File: config.mk
export PLATFORM = sky130hd
export DESIGN_NAME = pct_lane
export DESIGN_NICKNAME = d
export VERILOG_FILES = /design/src/hdl/prime_candidate_tester_macros.svh /design/src/hdl/pct_pkg.sv /design/src/hdl/pct_divider.sv /design/src/hdl/pct_lane.sv
export SDC_FILE = /design/constraint.sdc
export NUM_CORES = 2
export LEC_CHECK = 0
export ABC_AREA = 1
export BUFFER_PORTS_ARGS = -buffer_cell sky130_fd_sc_hd__buf_2
export CAP_MARGIN = 20
export CORE_MARGIN = 4
export CORE_UTILIZATION = 42
export CTS_CLUSTER_DIAMETER = 120
export DETAILED_ROUTE_END_ITERATION = 8
export PLACE_DENSITY_LB_ADDON = 0.3
export SYNTH_ARGS = -nofsm -noshare
export SYNTH_HDL_FRONTEND = slang
export SYNTH_SLANG_ARGS = --single-unit
File: constraint.sdc
create_clock -name clock -period 11 [get_ports clock]
set_clock_uncertainty 0.15 [all_clocks]
set_input_delay 0.55 -clock clock [delete_from_list [all_inputs] [get_ports clock]]
set_output_delay 0.55 -clock clock [all_outputs]
set_load 0.005 [all_outputs]
File: src/hdl/prime_candidate_tester_macros.svh
//------------------------------------------------------------------------------
// prime_candidate_tester_macros
// Assertion macros shared by the prime candidate tester.
//------------------------------------------------------------------------------
`ifndef PRIME_CANDIDATE_TESTER_MACROS_SVH
`define PRIME_CANDIDATE_TESTER_MACROS_SVH

// Asserts that a condition implies a property on the same edge.
`define PCT_ASSERT_IMP(label, clk, rst, ante, cons) \
   label: assert property (@(posedge clk) disable iff (rst) (ante) |-> (cons)) \
      else $error("pct assertion failed");

// Asserts that a condition implies a property on the next edge.
`define PCT_ASSERT_NEXT(label, clk, rst, ante, cons) \
   label: assert property (@(posedge clk) disable iff (rst) (ante) |=> (cons)) \
      else $error("pct assertion failed");

`endif

File: src/hdl/pct_pkg.sv
//------------------------------------------------------------------------------
// pct_pkg
// Shared types and constants of the prime candidate tester.
//------------------------------------------------------------------------------
`timescale 1ns / 1ps

package pct_pkg;

   localparam int CandidateBits = 44;
   localparam int MaxRounds     = 5;
   localparam int WitnessFields = 5;
   localparam int ExpBits       = 17;
   localparam int ModBits       = 24;
   localparam int RoundBits     = 3;
   localparam int VerdictBits   = 3;

   localparam logic [VerdictBits-1:0] VERDICT_PRIME     = 3'd0;
   localparam logic [VerdictBits-1:0] VERDICT_EXPONENT  = 3'd1;
   localparam logic [VerdictBits-1:0] VERDICT_BACKDOOR  = 3'd2;
   localparam logic [VerdictBits-1:0] VERDICT_TRIVIAL   = 3'd3;
   localparam logic [VerdictBits-1:0] VERDICT_COMPOSITE = 3'd4;

   localparam logic [1:0] CSR_EXPONENT = 2'd0;
   localparam logic [1:0] CSR_MODULUS  = 2'd1;
   localparam logic [1:0] CSR_RESIDUE  = 2'd2;
   localparam logic [1:0] CSR_ROUNDS   = 2'd3;

   typedef struct packed {
      logic [CandidateBits-1:0] candidate;
      logic [CandidateBits-1:0] witness_0;
      logic [CandidateBits-1:0] witness_1;
      logic [CandidateBits-1:0] witness_2;
      logic [CandidateBits-1:0] witness_3;
      logic [CandidateBits-1:0] witness_4;
   } req_type;

   typedef struct packed {
      logic [VerdictBits-1:0]   verdict;
      logic [CandidateBits-1:0] tested_value;
   } rsp_type;

   // Handshake between the sequencer and one lane.
   typedef struct packed {
      logic start;
      logic busy;
      logic done;
      logic composite;
   } lane_ctl_type;

endpackage

File: src/hdl/pct_divider.sv
//------------------------------------------------------------------------------
// pct_divider
// Restoring divider taking one dividend bit per cycle; only the remainder is kept.
//------------------------------------------------------------------------------
`timescale 1ns / 1ps

module pct_divider #(
   parameter int W = pct_pkg::CandidateBits
) (
   input  logic         clock,
   input  logic         reset,
   input  logic         start,
   input  logic [W-1:0] dividend,
   input  logic [W-1:0] divisor,
   output logic         done,
   output logic [W-1:0] remainder
);

   localparam int CntBits = $clog2(W + 1);

   logic [W-1:0]       quo_ff, quo_in;
   logic [W:0]         rem_ff, rem_in;
   logic [W-1:0]       div_ff, div_in;
   logic [CntBits-1:0] cnt_ff, cnt_in;
   logic               busy_ff, busy_in;
   logic               done_ff, done_in;
   logic [W:0]         shifted;

   // One shift and conditional subtract per cycle while busy.
   always_comb begin
      quo_in  = quo_ff;
      rem_in  = rem_ff;
      div_in  = div_ff;
      cnt_in  = cnt_ff;
      busy_in = busy_ff;
      done_in = 1'b0;
      shifted = {rem_ff[W-1:0], quo_ff[W-1]};
      if (start) begin
         quo_in  = dividend;
         rem_in  = '0;
         div_in  = divisor;
         cnt_in  = CntBits'(W);
         busy_in = 1'b1;
      end else if (busy_ff) begin
         quo_in = {quo_ff[W-2:0], 1'b0};
         if (shifted >= {1'b0, div_ff}) rem_in = shifted - {1'b0, div_ff};
         else rem_in = shifted;
         cnt_in = cnt_ff - CntBits'(1);
         if (cnt_ff == CntBits'(1)) begin
            busy_in = 1'b0;
            done_in = 1'b1;
         end
      end
   end

   always_ff @(posedge clock) begin
      if (reset) begin
         busy_ff <= 1'b0;
         done_ff <= 1'b0;
         cnt_ff  <= '0;
      end else begin
         busy_ff <= busy_in;
         done_ff <= done_in;
         cnt_ff  <= cnt_in;
      end
      quo_ff <= quo_in;
      rem_ff <= rem_in;
      div_ff <= div_in;
   end

   // A zero divisor leaves the dividend as the remainder.
   assign done      = done_ff;
   assign remainder = rem_ff[W-1:0];

endmodule

File: src/hdl/pct_lane.sv
//------------------------------------------------------------------------------
// pct_lane
// One Miller-Rabin round: base reduction, modular power and squarings.
//------------------------------------------------------------------------------
`timescale 1ns / 1ps

module pct_lane #(
   parameter int W = pct_pkg::CandidateBits
) (
   input  logic                 clock,
   input  logic                 reset,
   input  logic                 start,
   input  logic [W-1:0]         n,
   input  logic [W-1:0]         d,
   input  logic [$clog2(W)-1:0] s,
   input  logic [W-1:0]         witness,
   output pct_pkg::lane_ctl_type ctl
);

   localparam int SBits   = $clog2(W);

   typedef enum logic [2:0] {
      ST_IDLE, ST_REDUCE, ST_POW, ST_MUL, ST_SQR, ST_DONE
   } state_type;

   state_type          state_ff;
   logic [W-1:0]       r_ff, base_ff, e_ff, x_ff;
   logic [W-1:0]       ma_ff, mb_ff, acc_ff;
   logic               mul_sq_ff;   // which operand is updated by the multiply
   logic               in_pow_ff;
   logic [SBits-1:0]   j_ff;
   logic               comp_ff;
   logic               div_start;
   logic               div_done;
   logic [W-1:0]       div_rem;
   logic [W-1:0]       nm1, nm2;
   logic [W-1:0]       a_red;
   logic [W:0]         acc_sum, dbl_sum;
   logic [W-1:0]       acc_next, dbl_next;

   assign nm1 = n - W'(1);
   assign nm2 = n - W'(2);

   pct_divider #(.W(W)) u_div (
      .clock    (clock),
      .reset    (reset),
      .start    (div_start),
      .dividend (witness),
      .divisor  (nm2),
      .done     (div_done),
      .remainder(div_rem)
   );

   assign div_start = start;
   assign a_red     = (div_rem < W'(2)) ? div_rem + W'(2) : div_rem;

   // Shift-and-add modular multiply, one bit of the multiplier per cycle.
   assign acc_sum  = {1'b0, acc_ff} + {1'b0, ma_ff};
   assign acc_next = (acc_sum >= {1'b0, n}) ? W'(acc_sum - {1'b0, n}) : acc_sum[W-1:0];
   assign dbl_sum  = {1'b0, ma_ff} + {1'b0, ma_ff};
   assign dbl_next = (dbl_sum >= {1'b0, n}) ? W'(dbl_sum - {1'b0, n}) : dbl_sum[W-1:0];

   always_ff @(posedge clock) begin
      if (reset) begin
         state_ff <= ST_IDLE;
         comp_ff  <= 1'b0;
      end else begin
         case (state_ff)
            ST_IDLE: begin
               if (start) state_ff <= ST_REDUCE;
            end
            ST_REDUCE: begin
               if (div_done) begin
                  // a is already below n since n-2 < n
                  base_ff  <= (a_red >= n) ? a_red - n : a_red;
                  r_ff     <= W'(1);
                  e_ff     <= d;
                  state_ff <= ST_POW;
               end
            end
            ST_POW: begin
               if (e_ff == '0) begin
                  x_ff <= r_ff;
                  if (r_ff == W'(1) || r_ff == nm1) begin
                     comp_ff  <= 1'b0;
                     state_ff <= ST_DONE;
                  end else begin
                     j_ff     <= SBits'(1);
                     state_ff <= ST_SQR;
                  end
               end else if (e_ff[0]) begin
                  ma_ff <= r_ff; mb_ff <= base_ff; acc_ff <= '0;
                  mul_sq_ff <= 1'b0; in_pow_ff <= 1'b1;
                  state_ff <= ST_MUL;
               end else begin
                  ma_ff <= base_ff; mb_ff <= base_ff; acc_ff <= '0;
                  mul_sq_ff <= 1'b1; in_pow_ff <= 1'b1;
                  state_ff <= ST_MUL;
               end
            end
            ST_MUL: begin
               if (mb_ff == '0) begin
                  if (!in_pow_ff) begin
                     x_ff <= acc_ff;
                     if (acc_ff == nm1) begin
                        comp_ff  <= 1'b0;
                        state_ff <= ST_DONE;
                     end else if (acc_ff == W'(1)) begin
                        comp_ff  <= 1'b1;
                        state_ff <= ST_DONE;
                     end else begin
                        j_ff     <= j_ff + SBits'(1);
                        state_ff <= ST_SQR;
                     end
                  end else if (mul_sq_ff) begin
                     base_ff  <= acc_ff;
                     e_ff     <= e_ff >> 1;
                     state_ff <= ST_POW;
                  end else begin
                     r_ff <= acc_ff;
                     // squaring of the base follows for the same bit
                     ma_ff <= base_ff; mb_ff <= base_ff; acc_ff <= '0;
                     mul_sq_ff <= 1'b1;
                  end
               end else begin
                  if (mb_ff[0]) acc_ff <= acc_next;
                  ma_ff <= dbl_next;
                  mb_ff <= mb_ff >> 1;
               end
            end
            ST_SQR: begin
               if (j_ff >= s) begin
                  comp_ff  <= 1'b1;
                  state_ff <= ST_DONE;
               end else begin
                  ma_ff <= x_ff; mb_ff <= x_ff; acc_ff <= '0;
                  in_pow_ff <= 1'b0;
                  state_ff <= ST_MUL;
               end
            end
            ST_DONE: begin
               state_ff <= ST_IDLE;
            end
            default: state_ff <= ST_IDLE;
         endcase
      end
   end

   assign ctl.start     = start;
   assign ctl.busy      = (state_ff != ST_IDLE) && (state_ff != ST_DONE);
   assign ctl.done      = (state_ff == ST_DONE);
   assign ctl.composite = comp_ff;

endmodule

==> key figures <==
Finish
  • Final Cell Area: 0.0443 mm^2
  • Share of layout cells above drive strength 1: 6.32%
  • Number of fill cells: 9700
  • Final net count: 6240
  • Core Util, Final: 47.2%
  • Post-Layout Cell Count: 7170
  • Area grow syn2layout: 10.8%

Detailed routing
  • DR pass1 iterations: 9
  • Total detailed-routing wirelength: 209000 um
  • Met1 Wirelength: 84800 um
  • 1st-iter DRT viols: 6219
  • DRC Markers: 0
  • Highest metal used: met5
  • Routed vias: 43100
  • DR WL/cell: 29.2 um
  • Met3 routed WL: 26400 um
  • WL met2: 83900 um
  • Antenna Violating Nets Remaining: 0
  • Vias per inst: 6.02

STA
  • Least-Margin Pin Slew: 1.29 ns
  • Setup TNS: 0 ns
  • Fmax: 156 MHz
  • Slew margin rel.: 13.6%
  • Slew Limit Fails: 0
  • Unrepaired setup endpoints after global routing: false
  • Fin crit share: 58.3%
  • Tmin final: 6.42 ns
  • Final Hold Fails: 0
  • Setup violators final: 0
  • WHS: 0.0129 ns

Setup path
  • Critical Path RT: 11.25 ns
  • FF-to-FF path depth: 28
  • Critical Path Sink Type: flip-flop
  • Reg2reg start: acc_ff[0]
  • Top fanout value on the critical path: 46
  • Slowest cell on the critical path: nand2_2
  • Internal reg-to-reg setup slack: 4.58 ns
  • CP Launch Point: acc_ff[0]
  • FF-to-FF End: acc_ff[41]
  • Worst EP arrival: 6.66 ns
  • CP most frequent cell: nand2_1
  • Crit start category: flip-flop
  • Crit-path max cell delay: 0.64 ns
  • Category of the most critical setup path: flip-flop to flip-flop
  • Crit path to: acc_ff[41]

Power and ir drop
  • Maximum vdd ir drop: 145 uV
  • PwrDens: 169 mW/mm^2
  • Seq pwr share: 32.4%
  • Clock share of power: 24.8%
  • Leak Pwr: 19.1 nW
  • Switching share of total power: 44.9%
  • Cell internal pwr: 0.00414 W
  • P_sw: 0.00337 W
  • Comb power frac: 42.9%

Global route
  • Largest net degree at the start of global routing: 78
  • Tot GR Track Use: 40.4%
  • First-pass GRT wire length: 289000 um
  • Initial antenna violation count: 18
  • Vias in the first global route: 39800
  • Gr ovfl total: 0

Clock tree
  • TritonCTS Buffers: 54
  • CTS tree: yes
  • H-tree Lvls: 2
  • Clk_lat worst skew: 0.69 ns
  • Clock sink count: 460
  • CTS root buffer: clkbuf_16
  • Clk pin slew, worst setup/hold paths: 0.06 ns
  • CTS Buffer Depth: 3
  • Total setup buffers inserted after CTS: 0

Logic synthesis
  • Syn Area/Cell: 6.97 um^2
  • Syn_nets: 6110
  • Synth Flop Type: edfxtp_1
  • Synth cell types: 64
  • Post-Syn Area: 0.0400 mm^2
  • Post-synthesis sequential area ratio: 33.2%
  • Yosys reg bits: 460
  • Commonest cells in the synthesized netlist: nand2_1, nor2_1, inv_1, o21ai_0, edfxtp_1
  • Cells after Synth: 5731
  • Cell taking the most area after synthesis: edfxtp_1
  • Synth Warn #: 0
  • Ys async rst share: 0%
  • Share of the synthesized area in the top cell type: 30.4%
  • Top-count cell post-synth: nand2_1
  • Post-synth EDFFs: 404
  • Synth top area cells: edfxtp_1, nand2_1, ha_1, nor2_1, inv_1

Floorplan
  • Area of the die: 0.100 mm^2
  • FP Rows: 112
  • Die Y: 316 um
  • IO Count: 145
  • Chip Width: 316 um
  • Core area: 0.0939 mm^2
  • Initial Util: 42.6%

Hold path
  • Hold WC Path Type: input pin to flip-flop
  • Hold path start: d[1]

Placement
  • HPWL Detailed: 169000 um
  • Routability cong.: 1.13
  • Placed Area: 0.0419 mm^2
  • PortBufs: 144
  • Post-placement cell count: 6998

Outcome
  • Status: completed

Flow run
  • Max Cap Violations: 0
[power groups by stage]
stage / clock network [W] / registers, W / logic, W
after floorplan: 0 / 0.00233 / 0.00203
after global placement: 0 / 0.00244 / 0.00313
after detailed placement: 0 / 0.00244 / 0.00308
after CTS: 0.00186 / 0.00241 / 0.00311
after global routing: 0.00193 / 0.00243 / 0.00344
final: 0.00186 / 0.00243 / 0.00322
[placed cells by master, fill, tap and decap left out, drive strengths merged, types with 71 or more instances in the layout]
master	count
nand2	1483
nor2	727
inv	690
o21ai	514
edfxtp	404
a21oi	353
nand3	305
ha	233
buf	178
xor2	153
nand4	103
xnor2	76
o211ai	76
clkbuf	71
[worst min-delay path by stage]
stage | endpoint | slack, ns | cells past startpoint
global route | e_ff[11] | 0.02 | 3
floorplan | u_div.cnt_ff[5] | 0.31 | 2
detailed placement | u_div.cnt_ff[1] | 0.34 | 2
finish | e_ff[1] | 0.01 | 3
global placement | u_div.cnt_ff[1] | 0.32 | 2
CTS | e_ff[8] | 0.00008 | 3
[cell families (layout without fill, tap and decap cells)]
kind of cell | after synthesis | count (layout) | synth area share (%)
AO/OA/AOI/OAI | 1166 | 1166 | 16.6
XOR/XNOR | 232 | 232 | 5.21
adder cells (fa/ha/maj) | 238 | 238 | 7.54
buffers and inverters | 857 | 1030 | 8.24
flip-flops | 460 | 460 | 33.2
other | 0 | 12 | 0
AND/OR/NAND/NOR | 2778 | 2778 | 29.3
[layout make-up]
class / count / area, um^2 / share of cell area (%)
tap: 1254 / 1570 / 3.54
antenna: 12 / 30.0 / 0.0678
inverter: 692 / 2600 / 5.87
multi-input combinational: 4414 / 23500 / 53.1
timing repair buffer: 239 / 1590 / 3.59
sequential: 460 / 13300 / 29.9
clock buffer: 71 / 1460 / 3.29
clock inverter: 28 / 290 / 0.655
[per-stage QoR]
step           worst slack [ns]  power [W]
2_1_floorplan             0.830    0.00436
3_3_place_gp               4.94    0.00557
3_5_place_dp               4.84    0.00552
4_1_cts                    4.78    0.00738
5_1_grt                    4.12    0.00780
6_report                   4.58    0.00750
[routing by layer]
metal / global-route usage (%) / vias to the layer above
met5: 0 / -
met4: 23.6 / 10
met3: 12.7 / 445
met1: 54.2 / 20500
li1: - / 19600
met2: 57.2 / 2608
[sequential cells by signal, summed over array words and instances (netlist names), 3 cells and up]
name and flops:
r_ff 44, u_div.cnt_ff 6, mb_ff 44, u_div.div_ff 44, acc_ff 44, u_div.rem_ff 44, u_div.quo_ff 44, j_ff 6
ma_ff 44, state_ff 3, base_ff 44, e_ff 44, x_ff 44
[worst max-delay path, delay by kind of cell (launching register included)]
kind	cells	cell delay (ns)
AND/OR/NAND/NOR	16	2.74
XOR/XNOR	1	0.12
AO/OA/AOI/OAI	5	0.95
adder cells (fa/ha/maj)	3	1.16
buffers and inverters	3	0.56
flip-flops	1	0.46
[repair_timing]
item,4_1_cts,5_1_grt
hold buffers,61,0
setup endpoints to repair,0,0
gates resized for setup,0,0
hold endpoints to repair,61,0
No activity file was read; power rests on OpenSTA's default activity.
