--- src/hdl/prime_candidate_tester_macros.svh ---
//------------------------------------------------------------------------------
// prime_candidate_tester_macros
// Assertion macros shared by the prime candidate tester.
//------------------------------------------------------------------------------
`ifndef PRIME_CANDIDATE_TESTER_MACROS_SVH
`define PRIME_CANDIDATE_TESTER_MACROS_SVH

// Asserts that a condition implies a property on the same edge.
`define PCT_ASSERT_IMP(label, clk, rst, ante, cons) \
   label: assert property (@(posedge clk) disable iff (rst) (ante) |-> (cons)) \
      else $error("pct assertion failed");

// Asserts that a condition implies a property on the next edge.
`define PCT_ASSERT_NEXT(label, clk, rst, ante, cons) \
   label: assert property (@(posedge clk) disable iff (rst) (ante) |=> (cons)) \
      else $error("pct assertion failed");

`endif

--- src/hdl/pct_pkg.sv ---
//------------------------------------------------------------------------------
// pct_pkg
// Shared types and constants of the prime candidate tester.
//------------------------------------------------------------------------------
`timescale 1ns / 1ps

package pct_pkg;

   localparam int CandidateBits = 44;
   localparam int MaxRounds     = 5;
   localparam int WitnessFields = 5;
   localparam int ExpBits       = 17;
   localparam int ModBits       = 24;
   localparam int RoundBits     = 3;
   localparam int VerdictBits   = 3;

   localparam logic [VerdictBits-1:0] VERDICT_PRIME     = 3'd0;
   localparam logic [VerdictBits-1:0] VERDICT_EXPONENT  = 3'd1;
   localparam logic [VerdictBits-1:0] VERDICT_BACKDOOR  = 3'd2;
   localparam logic [VerdictBits-1:0] VERDICT_TRIVIAL   = 3'd3;
   localparam logic [VerdictBits-1:0] VERDICT_COMPOSITE = 3'd4;

   localparam logic [1:0] CSR_EXPONENT = 2'd0;
   localparam logic [1:0] CSR_MODULUS  = 2'd1;
   localparam logic [1:0] CSR_RESIDUE  = 2'd2;
   localparam logic [1:0] CSR_ROUNDS   = 2'd3;

   typedef struct packed {
      logic [CandidateBits-1:0] candidate;
      logic [CandidateBits-1:0] witness_0;
      logic [CandidateBits-1:0] witness_1;
      logic [CandidateBits-1:0] witness_2;
      logic [CandidateBits-1:0] witness_3;
      logic [CandidateBits-1:0] witness_4;
   } req_type;

   typedef struct packed {
      logic [VerdictBits-1:0]   verdict;
      logic [CandidateBits-1:0] tested_value;
   } rsp_type;

   // Handshake between the sequencer and one lane.
   typedef struct packed {
      logic start;
      logic busy;
      logic done;
      logic composite;
   } lane_ctl_type;

endpackage

--- src/hdl/pct_divider.sv ---
//------------------------------------------------------------------------------
// pct_divider
// Restoring divider taking one dividend bit per cycle; only the remainder is kept.
//------------------------------------------------------------------------------
`timescale 1ns / 1ps

module pct_divider #(
   parameter int W = pct_pkg::CandidateBits
) (
   input  logic         clock,
   input  logic         reset,
   input  logic         start,
   input  logic [W-1:0] dividend,
   input  logic [W-1:0] divisor,
   output logic         done,
   output logic [W-1:0] remainder
);

   localparam int CntBits = $clog2(W + 1);

   logic [W-1:0]       quo_ff, quo_in;
   logic [W:0]         rem_ff, rem_in;
   logic [W-1:0]       div_ff, div_in;
   logic [CntBits-1:0] cnt_ff, cnt_in;
   logic               busy_ff, busy_in;
   logic               done_ff, done_in;
   logic [W:0]         shifted;

   // One shift and conditional subtract per cycle while busy.
   always_comb begin
      quo_in  = quo_ff;
      rem_in  = rem_ff;
      div_in  = div_ff;
      cnt_in  = cnt_ff;
      busy_in = busy_ff;
      done_in = 1'b0;
      shifted = {rem_ff[W-1:0], quo_ff[W-1]};
      if (start) begin
         quo_in  = dividend;
         rem_in  = '0;
         div_in  = divisor;
         cnt_in  = CntBits'(W);
         busy_in = 1'b1;
      end else if (busy_ff) begin
         quo_in = {quo_ff[W-2:0], 1'b0};
         if (shifted >= {1'b0, div_ff}) rem_in = shifted - {1'b0, div_ff};
         else rem_in = shifted;
         cnt_in = cnt_ff - CntBits'(1);
         if (cnt_ff == CntBits'(1)) begin
            busy_in = 1'b0;
            done_in = 1'b1;
         end
      end
   end

   always_ff @(posedge clock) begin
      if (reset) begin
         busy_ff <= 1'b0;
         done_ff <= 1'b0;
         cnt_ff  <= '0;
      end else begin
         busy_ff <= busy_in;
         done_ff <= done_in;
         cnt_ff  <= cnt_in;
      end
      quo_ff <= quo_in;
      rem_ff <= rem_in;
      div_ff <= div_in;
   end

   // A zero divisor leaves the dividend as the remainder.
   assign done      = done_ff;
   assign remainder = rem_ff[W-1:0];

endmodule

--- config.mk ---
export PLATFORM = sky130hd
export DESIGN_NAME = pct_divider
export DESIGN_NICKNAME = d
export VERILOG_FILES = /design/src/hdl/prime_candidate_tester_macros.svh /design/src/hdl/pct_pkg.sv /design/src/hdl/pct_divider.sv
export SDC_FILE = /design/constraint.sdc
export NUM_CORES = 1
export LEC_CHECK = 0
export BUFFER_PORTS_ARGS = -buffer_cell sky130_fd_sc_hd__clkbuf_2
export CELL_PAD_IN_SITES_DETAIL_PLACEMENT = 0
export CELL_PAD_IN_SITES_GLOBAL_PLACEMENT = 1
export CORE_UTILIZATION = 48
export CTS_CLUSTER_DIAMETER = 80
export CTS_CLUSTER_SIZE = 8
export DETAILED_ROUTE_END_ITERATION = 10
export PLACE_DENSITY = 0.91
export SYNTH_ARGS = -nofsm -noshare
export SYNTH_HDL_FRONTEND = slang
export SYNTH_SLANG_ARGS = --single-unit
--- constraint.sdc ---
create_clock -name clock -period 5.1 [get_ports clock]
set_clock_uncertainty 0.15 [all_clocks]
set_input_delay 0.51 -clock clock [delete_from_list [all_inputs] [get_ports clock]]
set_output_delay 0.51 -clock clock [all_outputs]
set_load 0.005 [all_outputs]
==> results_dict.tcl, run 1 <==
set metrics [dict create \
    status "finished, final reports clean" \
    syn_nets 951 \
    syn_area_per_cell_um2 10.1 \
    grt_overflow_total 0 \
    synth-seq-cells 140 \
    cts_setup_buffers 0 \
    cts_buffer_depth 2 \
    drive_above_1_share_pct 25.4 \
    antenna_found_initial 0 \
    power_frac_seq_pct 41.5 \
    hold_depth 1 \
    p_clk_share_pct 37.5 \
    die_y_um 133 \
    intPower_mw 2.35 \
    start_kind "flop" \
    hpwlAfterDp_um 12800 \
    start_util_pct 49.2 \
    synth-simple-area-share_pct 12.0 \
    wirelength_um 17800 \
    hp-class "input port to flop" \
    yosys.cell_types.count 70 \
    worstSetupPathType "flop to flop" \
    diodes 0 \
    route.detailed.drc 0 \
    yosysSeqAreaShare_pct 45.0 \
    cellLeakagePower_nw 4.03 \
    worstSkewPairLatency_ns 0.43 \
    ys_warn_count 0 \
    fp.coreArea_mm2 0.0166 \
    synth_cells 813 \
    relSlewSlack_pct 34.4 \
    cts_root_buf "clkbuf_16" \
    syn_to_final_growth_pct 16.7 \
    finalInstanceArea_mm2 0.00956 \
    place_congestion 0.836 \
    ys.flop_type "edfxtp_1" \
    grt_max_degree 64 \
    post-route-util_pct 57.5 \
    switching_power_mw 0.962 \
    final_nets 1067 \
    setup_tns_ns 0 \
    grt_first_pass_wirelength_um 29400 \
    rows 47 \
    clk_pin_slew_ns 0.06 \
    syn_area_mm2 0.00819 \
    die_area_mm2 0.0176 \
    htreeDepth 4 \
    vias_per_cell 5.36 \
    synth_top_family_by_area "compound AO/OA/AOI/OAI gates" \
    power_density_mw_per_mm2 347 \
    grt_pass1_vias 6025 \
    vdd_drop_max_mv 0.299 \
    synth-xor-area-share_pct 4.70 \
    dr.pass1.iters 5 \
    drt_iter0_drc 326 \
    io_pins 136 \
    synth_mux_area_share_pct 8.43 \
    final_common_cell "clkbuf_2" \
    reg2reg_depth 12 \
    portBuffers 135 \
    maxSlewViolCount 0 \
    worstPathRequired_ns 5.22 \
    setup-violations-final 0 \
    worst_pin_slew_ns 0.985 \
    placed_area_mm2 0.00898 \
    vias 6226 \
    max-cap-violations 0 \
    hold_viol 0 \
    cts_hold_buf 0 \
    async_flop_share_pct 0 \
    yosys.area_share.adder_pct 7.27 \
    swShare_pct 29.0 \
    critical_path_arrival_ns 3.70 \
    hold_ws_ns 0.101 \
    final_cell_mix "clkbuf_2 (134), edfxtp_1 (88), nor2_1 (71)" \
    clock-sinks 140 \
    numCtsBuffers 17 \
    cts_tree "yes" \
    fmax_mhz 279 \
    final_antenna_net_count 0 \
    die_width_um 133 \
    wl_per_cell_um 15.3 \
    cp_max_fo 46 \
    rsz0062_at_grt "no" \
    synth_compound_area_share_pct 17.3 \
    finalCriticalPeriod_ns 3.58 \
    end_kind "flop" \
    power.total_mw 3.31 \
    cts_resized 0 \
    comb_power_share_pct 21.0 \
    synth_edf_count 88 \
    track_usage_pct 21.0 \
    timing.final.crit_share_pct 70.3 \
]
state kept, by name (all words and copies together) (netlist names):
register,flops
busy_ff,1
rem_ff,44
div_ff,44
done,1
cnt_ff,6
quo_ff,44
cell families (layout without fill, tap and decap cells):
logic type | count (synthesis) | after routing
compound gates | 204 | 204
xor+xnor | 44 | 44
fa+ha+maj | 47 | 47
buf+inv | 104 | 233
flops | 140 | 140
mux | 63 | 63
simple gates | 211 | 211
routing by layer:
layer  wire, µm  GRT usage, %  vias up
li1           -             -     3170
met1       8180          26.3     2870
met2       8250          34.2      165
met3       1110          6.86       21
met4        248          6.58        0
met5          0             0        -
synth_stat cells (6+ instances only):
cell type / number / area [µm²]
a21oi_1: 47 / 235
nand2_1: 63 / 236
xnor2_1: 30 / 263
a211oi_1: 33 / 248
a21o_1: 19 / 143
nor3_1: 14 / 70.1
o21ai_1: 25 / 125
nor2_1: 71 / 267
inv_1: 62 / 233
and3_1: 8 / 50.1
nand3_1: 17 / 85.1
nand4_1: 6 / 37.5
mux2_2: 44 / 495
mux2i_1: 18 / 180
o21a_1: 8 / 60.1
xor2_1: 14 / 123
o21ai_0: 20 / 100
clkbuf_1: 26 / 97.6
o21bai_1: 6 / 45.0
buf_2: 11 / 55.1
o211ai_1: 9 / 67.6
ha_1: 46 / 576
edfxtp_1: 88 / 2640
dfxtp_1: 52 / 1040
per-stage QoR:
step | setup WS [ns] | std cells
floorplan | 2.12 | 813
global placement | 1.59 | 1130
detailed placement | 1.51 | 1130
CTS | 1.48 | 1162
global route | 1.24 | 1162
finish | 1.52 | 1162
critical path, stage by stage (launching register included):
cell      delay, ns
edfxtp_1       0.32
inv_1          0.04
ha_1           0.37
nand3_1        0.14
o21bai_1       0.19
a311o_1        0.41
nand2_2        0.13
a211oi_2       0.09
o21a_4         0.24
nor2_8         0.57
buf_4          0.42
mux2i_1        0.22
a211oi_1       0.08
cell type report:
cell class / instances / area [µm²]
Clock inverter: 15 / 163
Inverter: 62 / 233
Sequential cell: 140 / 3680
Multi-Input combinational cell: 569 / 4080
Fill cell: 1439 / 7080
Clock buffer: 17 / 425
Tap cell: 220 / 275
Timing Repair Buffer: 139 / 708
power groups by stage:
stage / logic [mW] / clock network, mW / registers (mW)
3_5_place_dp: 0.692 / 0 / 1.40
5_1_grt: 0.773 / 1.31 / 1.39
4_1_cts: 0.698 / 1.27 / 1.38
2_1_floorplan: 0.530 / 0 / 1.38
3_3_place_gp: 0.684 / 0 / 1.40
6_report: 0.695 / 1.24 / 1.38
path summary, 6_finish.rpt:
| check | start | endpoint | slack [ns] |
|---|---|---|---|
| worst max-delay path | div_ff[4]$_DFFE_PP_ | rem_ff[25]$_SDFFE_PP0P_ | 1.52 |
| worst min-delay path | divisor[5] | div_ff[5]$_DFFE_PP_ | 0.10 |
| worst max register to register | div_ff[4]$_DFFE_PP_ | rem_ff[25]$_SDFFE_PP0P_ | 1.52 |
| worst min register to register | cnt_ff[1]$_SDFFE_PP0P_ | cnt_ff[1]$_SDFFE_PP0P_ | 0.35 |
No activity file was read; power rests on OpenSTA's default activity.
==> inputs of run 2 (changes only) <==
- CORE_UTILIZATION: 48 -> 40
- PLACE_DENSITY: 0.91 -> 0.81
- clock period: 5.1 -> 3 ns (I/O delays scaled with it)
==> results_dict.tcl, run 2 (same netlist as run 1, synthesis figures left out) <==
set metrics [dict create \
    status "finished with violations" \
    violations "negative setup slack" \
    final_nets 1214 \
    worstSkewPairLatency_ns 0.43 \
    start_kind "flop" \
    switching_power_mw 1.72 \
    start_util_pct 41.4 \
    crit_chain "inv_1 > ha_2 > inv_2 > fa_2 > a21o_1 > a221o_1 > o21ai_2 > o211ai_1 > nand2_2 > o21ai_4 > a21o_1 > a21oi_2 > xnor2_1 > a211o_1" \
    max-cap-violations 0 \
    wirelength_um 20400 \
    hold_ws_ns 0.0178 \
    die_width_um 145 \
    final_common_cell "clkbuf_2" \
    timing.final.crit_share_pct 101 \
    final_cells 1355 \
    dp.cells 1262 \
    vdd_drop_max_mv 0.369 \
    dr.pass1.iters 4 \
    drive_above_1_share_pct 37.0 \
    p_clk_share_pct 32.1 \
    wl_per_cell_um 15.1 \
    cts_tree "yes" \
    power_frac_seq_pct 39.9 \
    maxSlewViolCount 0 \
    hp-class "input port to flop" \
    comb_power_share_pct 28.0 \
    dp_slack_ns -0.249 \
    crit_end "rem_ff[38]$_SDFFE_PP0P_" \
    fp.coreArea_mm2 0.0198 \
    rows 51 \
    fin_ws_ns -0.0294 \
    final_antenna_net_count 0 \
    htreeDepth 4 \
    die_y_um 145 \
    hpwlAfterDp_um 14200 \
    worst_pin_slew_ns 0.829 \
    cp_common_cell "a21o_1" \
    crit_start "quo_ff[43]$_DFFE_PP_" \
    portBuffers 135 \
    route.detailed.drc 0 \
    rsz0062_at_grt "yes" \
    end_kind "flop" \
    power_density_mw_per_mm2 514 \
    fmax_mhz 330 \
    swShare_pct 29.5 \
    numCtsBuffers 17 \
    relSlewSlack_pct 44.7 \
    clk_pin_slew_ns 0.06 \
    antenna_found_initial 1 \
    hold_viol 0 \
    drt_iter0_drc 282 \
    cellLeakagePower_nw 4.75 \
    rr_startpoint "quo_ff[43]$_DFFE_PP_" \
    reg2reg_depth 14 \
    place_congestion 0.873 \
    worstSetupPathType "flop to flop" \
    final_cell_mix "clkbuf_2 (134), buf_4 (95), edfxtp_1 (88)" \
    grt_overflow_total 0 \
    die_area_mm2 0.0211 \
    cts_buffer_depth 2 \
    power.total_mw 5.83 \
    vias 6904 \
    cp_slowest_cell "edfxtp_1" \
    critical_path_arrival_ns 3.20 \
    finalCriticalPeriod_ns 3.03 \
    syn_to_final_growth_pct 38.5 \
    r2r_end "rem_ff[38]$_SDFFE_PP0P_" \
    cp_slowest_stage_delay_ns 0.38 \
    clock-sinks 140 \
    layout_top_registers "div_ff (44), quo_ff (44), rem_ff (44)" \
    rrSetupSlack_ns -0.03 \
    io_pins 136 \
    vias_per_cell 5.10 \
    grt_first_pass_wirelength_um 32700 \
    setup-violations-final 4 \
    worstPathRequired_ns 3.17 \
    grt_max_degree 144 \
    track_usage_pct 19.2 \
    intPower_mw 4.11 \
    cts_root_buf "clkbuf_16" \
    cp_max_fo 5 \
    grt_pass1_vias 6681 \
]
-- run 2: changes by cell type in the layout (fill, tap and decap cells not counted), moves of 5 or more --
cell           change
inv_2              +5
buf_4             +90
dlygate4sd3_1     +46
a21oi_1           -13
ha_2               +6
ha_1              -20
a21oi_2           +10
inv_1              -5
ha_4              +14
-- run 2: worst min path at each step --
stage                            start                    to  slack (ns)  cells after the start
final                     dividend[41]  quo_ff[41]$_DFFE_PP_        0.02                      2
after global routing      dividend[25]  quo_ff[25]$_DFFE_PP_       0.005                      2
after CTS                 dividend[33]  quo_ff[33]$_DFFE_PP_       0.003                      2
after detailed placement   divisor[21]  div_ff[21]$_DFFE_PP_        0.33                      1
after global placement     divisor[10]  div_ff[10]$_DFFE_PP_        0.33                      1
after floorplan             divisor[0]   div_ff[0]$_DFFE_PP_        0.25                      0
-- run 2: worst max-delay path, delay by kind of cell, from the launching register on --
family / cells / cell delay (ns)
AO/OA/AOI/OAI: 8 / 1.54
adder cells (fa/ha/maj): 2 / 0.53
flip-flops: 1 / 0.38
AND/OR/NAND/NOR: 1 / 0.14
buffers and inverters: 2 / 0.11
XOR/XNOR: 1 / 0.07
-- run 2: timing repair --
action	4_1_cts	5_1_grt
pin swaps	34	35
endpoints found under the hold margin	46	0
hold buffers	46	0
cloned	1	2
buffers inserted	3	8
resized for setup	21	70
setup endpoints to repair	16	43
-- run 2: power groups by stage --
stage               sequential, mW  combinational (mW)  clock, mW
global route                  2.35                1.79       1.98
finish                        2.33                1.63       1.87
CTS                           2.32                1.49       1.92
floorplan                     2.34               0.900          0
detailed placement            2.36                1.40          0
global placement              2.35                1.38          0
-- run 2: stage by stage --
| step | setup TNS (ns) | cell area [µm²] | utilization [%] |
|---|---|---|---|
| finish | -0.0807 | 11300 | 57.3 |
| global route | -2.46 | 11300 | 57.3 |
| CTS | -0.461 | 10900 | 54.9 |
| detailed placement | -1.68 | 9740 | 49.2 |
| global placement | -0.763 | 9740 | 49.2 |
| floorplan | 0 | 8190 | - |
-- run 2: final cells by class --
type	count	area, µm²
clock buffer	21	440
clock inverter	11	76.3
multi-input combinational	570	4550
timing repair buffer	285	2030
antenna	1	2.50
sequential	140	3690
fill	1769	8440
inverter	62	233
tap	265	332
-- run 2: per-layer routing --
layer	GRT usage (%)	routed length (µm)
met1	24.2	9350
met2	31.7	9700
met3	5.79	1100
met4	5.32	254
met5	0	0
==> inputs of run 3 (changes only) <==
- CELL_PAD_IN_SITES_GLOBAL_PLACEMENT: 1 -> 2
- CORE_ASPECT_RATIO: default -> 1.1
- CORE_UTILIZATION: 40 -> 33
- PLACE_DENSITY: 0.81 -> 0.82
==> results_dict.tcl, run 3 (same netlist as run 1, synthesis figures left out) <==
set metrics [dict create \
    critical_path_arrival_ns 3.22 \
    grt_max_degree 83 \
    power_density_mw_per_mm2 525 \
    relSlewSlack_pct 65.4 \
    status "finished with violations" \
    end_kind "flop" \
    wirelength_um 22000 \
    finalInstanceArea_mm2 0.0118 \
    intPower_mw 4.42 \
    worstPathRequired_ns 3.16 \
    rrSetupSlack_ns -0.06 \
    final_antenna_net_count 0 \
    met2_usage_pct 29.3 \
    diodes 0 \
    grt_pass1_vias 6981 \
    numCtsBuffers 17 \
    portBuffers 135 \
    drive_above_1_share_pct 41.3 \
    swShare_pct 28.7 \
    final_nets 1232 \
    place_congestion 0.823 \
    comb_power_share_pct 28.1 \
    p_clk_share_pct 34.4 \
    track_usage_pct 17.1 \
    grt_overflow_total 0 \
    route.detailed.drc 8 \
    worst_pin_slew_ns 0.519 \
    fin_ws_ns -0.0632 \
    cellLeakagePower_nw 4.93 \
    dr.pass1.iters 7 \
    final_common_cell "clkbuf_2" \
    clock-sinks 140 \
    met3_usage_pct 5.12 \
    n_fill_cell 2276 \
    rows 60 \
    cts_tree "yes" \
    final_cell_mix "clkbuf_2 (134), buf_4 (106), edfxtp_1 (88)" \
    worstSetupPathType "flop to flop" \
    die_area_mm2 0.0255 \
    reg2reg_depth 14 \
    htreeDepth 4 \
    io_pins 136 \
    setup-violations-final 3 \
    finalCriticalPeriod_ns 3.06 \
    placed_area_mm2 0.00989 \
    hold_viol 0 \
    power_frac_seq_pct 37.5 \
    drt_iter0_drc 231 \
    violations "design-rule violations, negative setup slack" \
    dp_slack_ns -0.241 \
    clk_pin_slew_ns 0.06 \
    wl_per_cell_um 15.5 \
    layout_top_registers "div_ff (44), quo_ff (44), rem_ff (44)" \
    fmax_mhz 326 \
    start_kind "flop" \
    fp.coreArea_mm2 0.0244 \
    maxSlewViolCount 0 \
    vias_per_cell 4.90 \
    worstSkewPairLatency_ns 0.43 \
    hp-start "reset" \
    cp_max_fo 5 \
    start_util_pct 33.6 \
    die_y_um 167 \
    crit_end "rem_ff[38]$_SDFFE_PP0P_" \
    cp_common_cell "a21o_1" \
    max-cap-violations 0 \
    cts_buffer_depth 2 \
    syn_to_final_growth_pct 44.2 \
    cp_slowest_stage_delay_ns 0.40 \
    vdd_drop_max_mv 0.300 \
    use_met1_pct 20.8 \
    grt_first_pass_wirelength_um 34800 \
    switching_power_mw 1.78 \
    antenna_found_initial 0 \
    rsz0062_at_grt "yes" \
    die_width_um 152 \
    hp-class "input port to flop" \
    rr_startpoint "quo_ff[43]$_DFFE_PP_" \
    cts_root_buf "clkbuf_16" \
    cp_slowest_cell "edfxtp_1" \
    vias 6945 \
    top_usage_layer "met2" \
    crit_start "quo_ff[43]$_DFFE_PP_" \
    hpwlAfterDp_um 15400 \
    timing.final.crit_share_pct 102 \
    crit_chain "inv_1 > ha_2 > inv_2 > fa_2 > a21o_1 > a221o_1 > o21ai_2 > o211ai_1 > nand2_1 > o21ai_4 > a21o_1 > a21oi_2 > xnor2_1 > a211o_1" \
    r2r_end "rem_ff[38]$_SDFFE_PP0P_" \
]
## run 3: changes by cell type in the layout (fill, tap and decap cells not counted), sizes merged
| cell | before | now |
|---|---|---|
| bufinv | 0 | 3 |
| buf | 104 | 123 |
| clkinv | 7 | 5 |
| dlygate4sd3 | 46 | 44 |
| clkbuf | 156 | 155 |
| diode | 1 | 0 |
## run 3: power groups by stage
stage | Combinational, mW | Clock, mW | Sequential [mW]
after global routing | 1.91 | 2.28 | 2.34
after floorplan | 0.900 | 0 | 2.34
final | 1.74 | 2.13 | 2.33
after global placement | 1.44 | 0 | 2.35
after detailed placement | 1.44 | 0 | 2.36
after CTS | 1.56 | 2.19 | 2.32
## run 3: what timing repair did
action                                 CTS  global route
resized for setup                       27           108
pin swaps                               25            55
setup endpoints to repair               40            44
setup buffers                            4            13
cloned                                   3             2
hold buffers                            44             0
endpoints found under the hold margin   44             0
## run 3: routing by layer
metal | wire [µm] | up-vias
li1 | - | 3508
met1 | 9670 | 3282
met2 | 10800 | 139
met3 | 1320 | 16
met4 | 191 | 0
met5 | 0 | -
## run 3: layout make-up
type | instances | area, µm² | area share [%]
repair buffers | 303 | 2220 | 18.8
flip-flops and latches | 140 | 3690 | 31.2
well taps | 310 | 388 | 3.28
multi-input cells | 570 | 4700 | 39.8
clock inverters | 12 | 148 | 1.25
inverters | 62 | 233 | 1.97
clock buffers | 19 | 433 | 3.66
## run 3: per-stage QoR
step	hold WS [ns]	std cells	setup TNS (ns)	util [%]	power, mW
global placement	0.328	1321	-1.14	40.5	3.79
CTS	0.0102	1403	-0.763	45.7	6.07
global route	0.00603	1416	-2.48	48.4	6.54
finish	0.0171	1416	-0.153	48.4	6.20
floorplan	0.249	813	0	-	3.24
detailed placement	0.329	1321	-2.77	40.5	3.80
## run 3: worst min path at each step
stage,end,cells past startpoint
floorplan,div_ff[0]$_DFFE_PP_,0
global placement,div_ff[31]$_DFFE_PP_,1
detailed placement,div_ff[30]$_DFFE_PP_,1
CTS,quo_ff[1]$_DFFE_PP_,2
global route,quo_ff[0]$_SDFFCE_PN0P_,2
finish,cnt_ff[3]$_SDFFE_PP0P_,2
## run 3: critical path: cells and delay by family, from the launching register on
family | cells | cell delay (ns)
xor gates and xnor gates | 1 | 0.08
adders and majority gates | 2 | 0.52
and+or+nand+nor | 1 | 0.18
buffers and inverters | 2 | 0.12
DFF | 1 | 0.40
AOI/OAI and AO/OA | 8 | 1.51
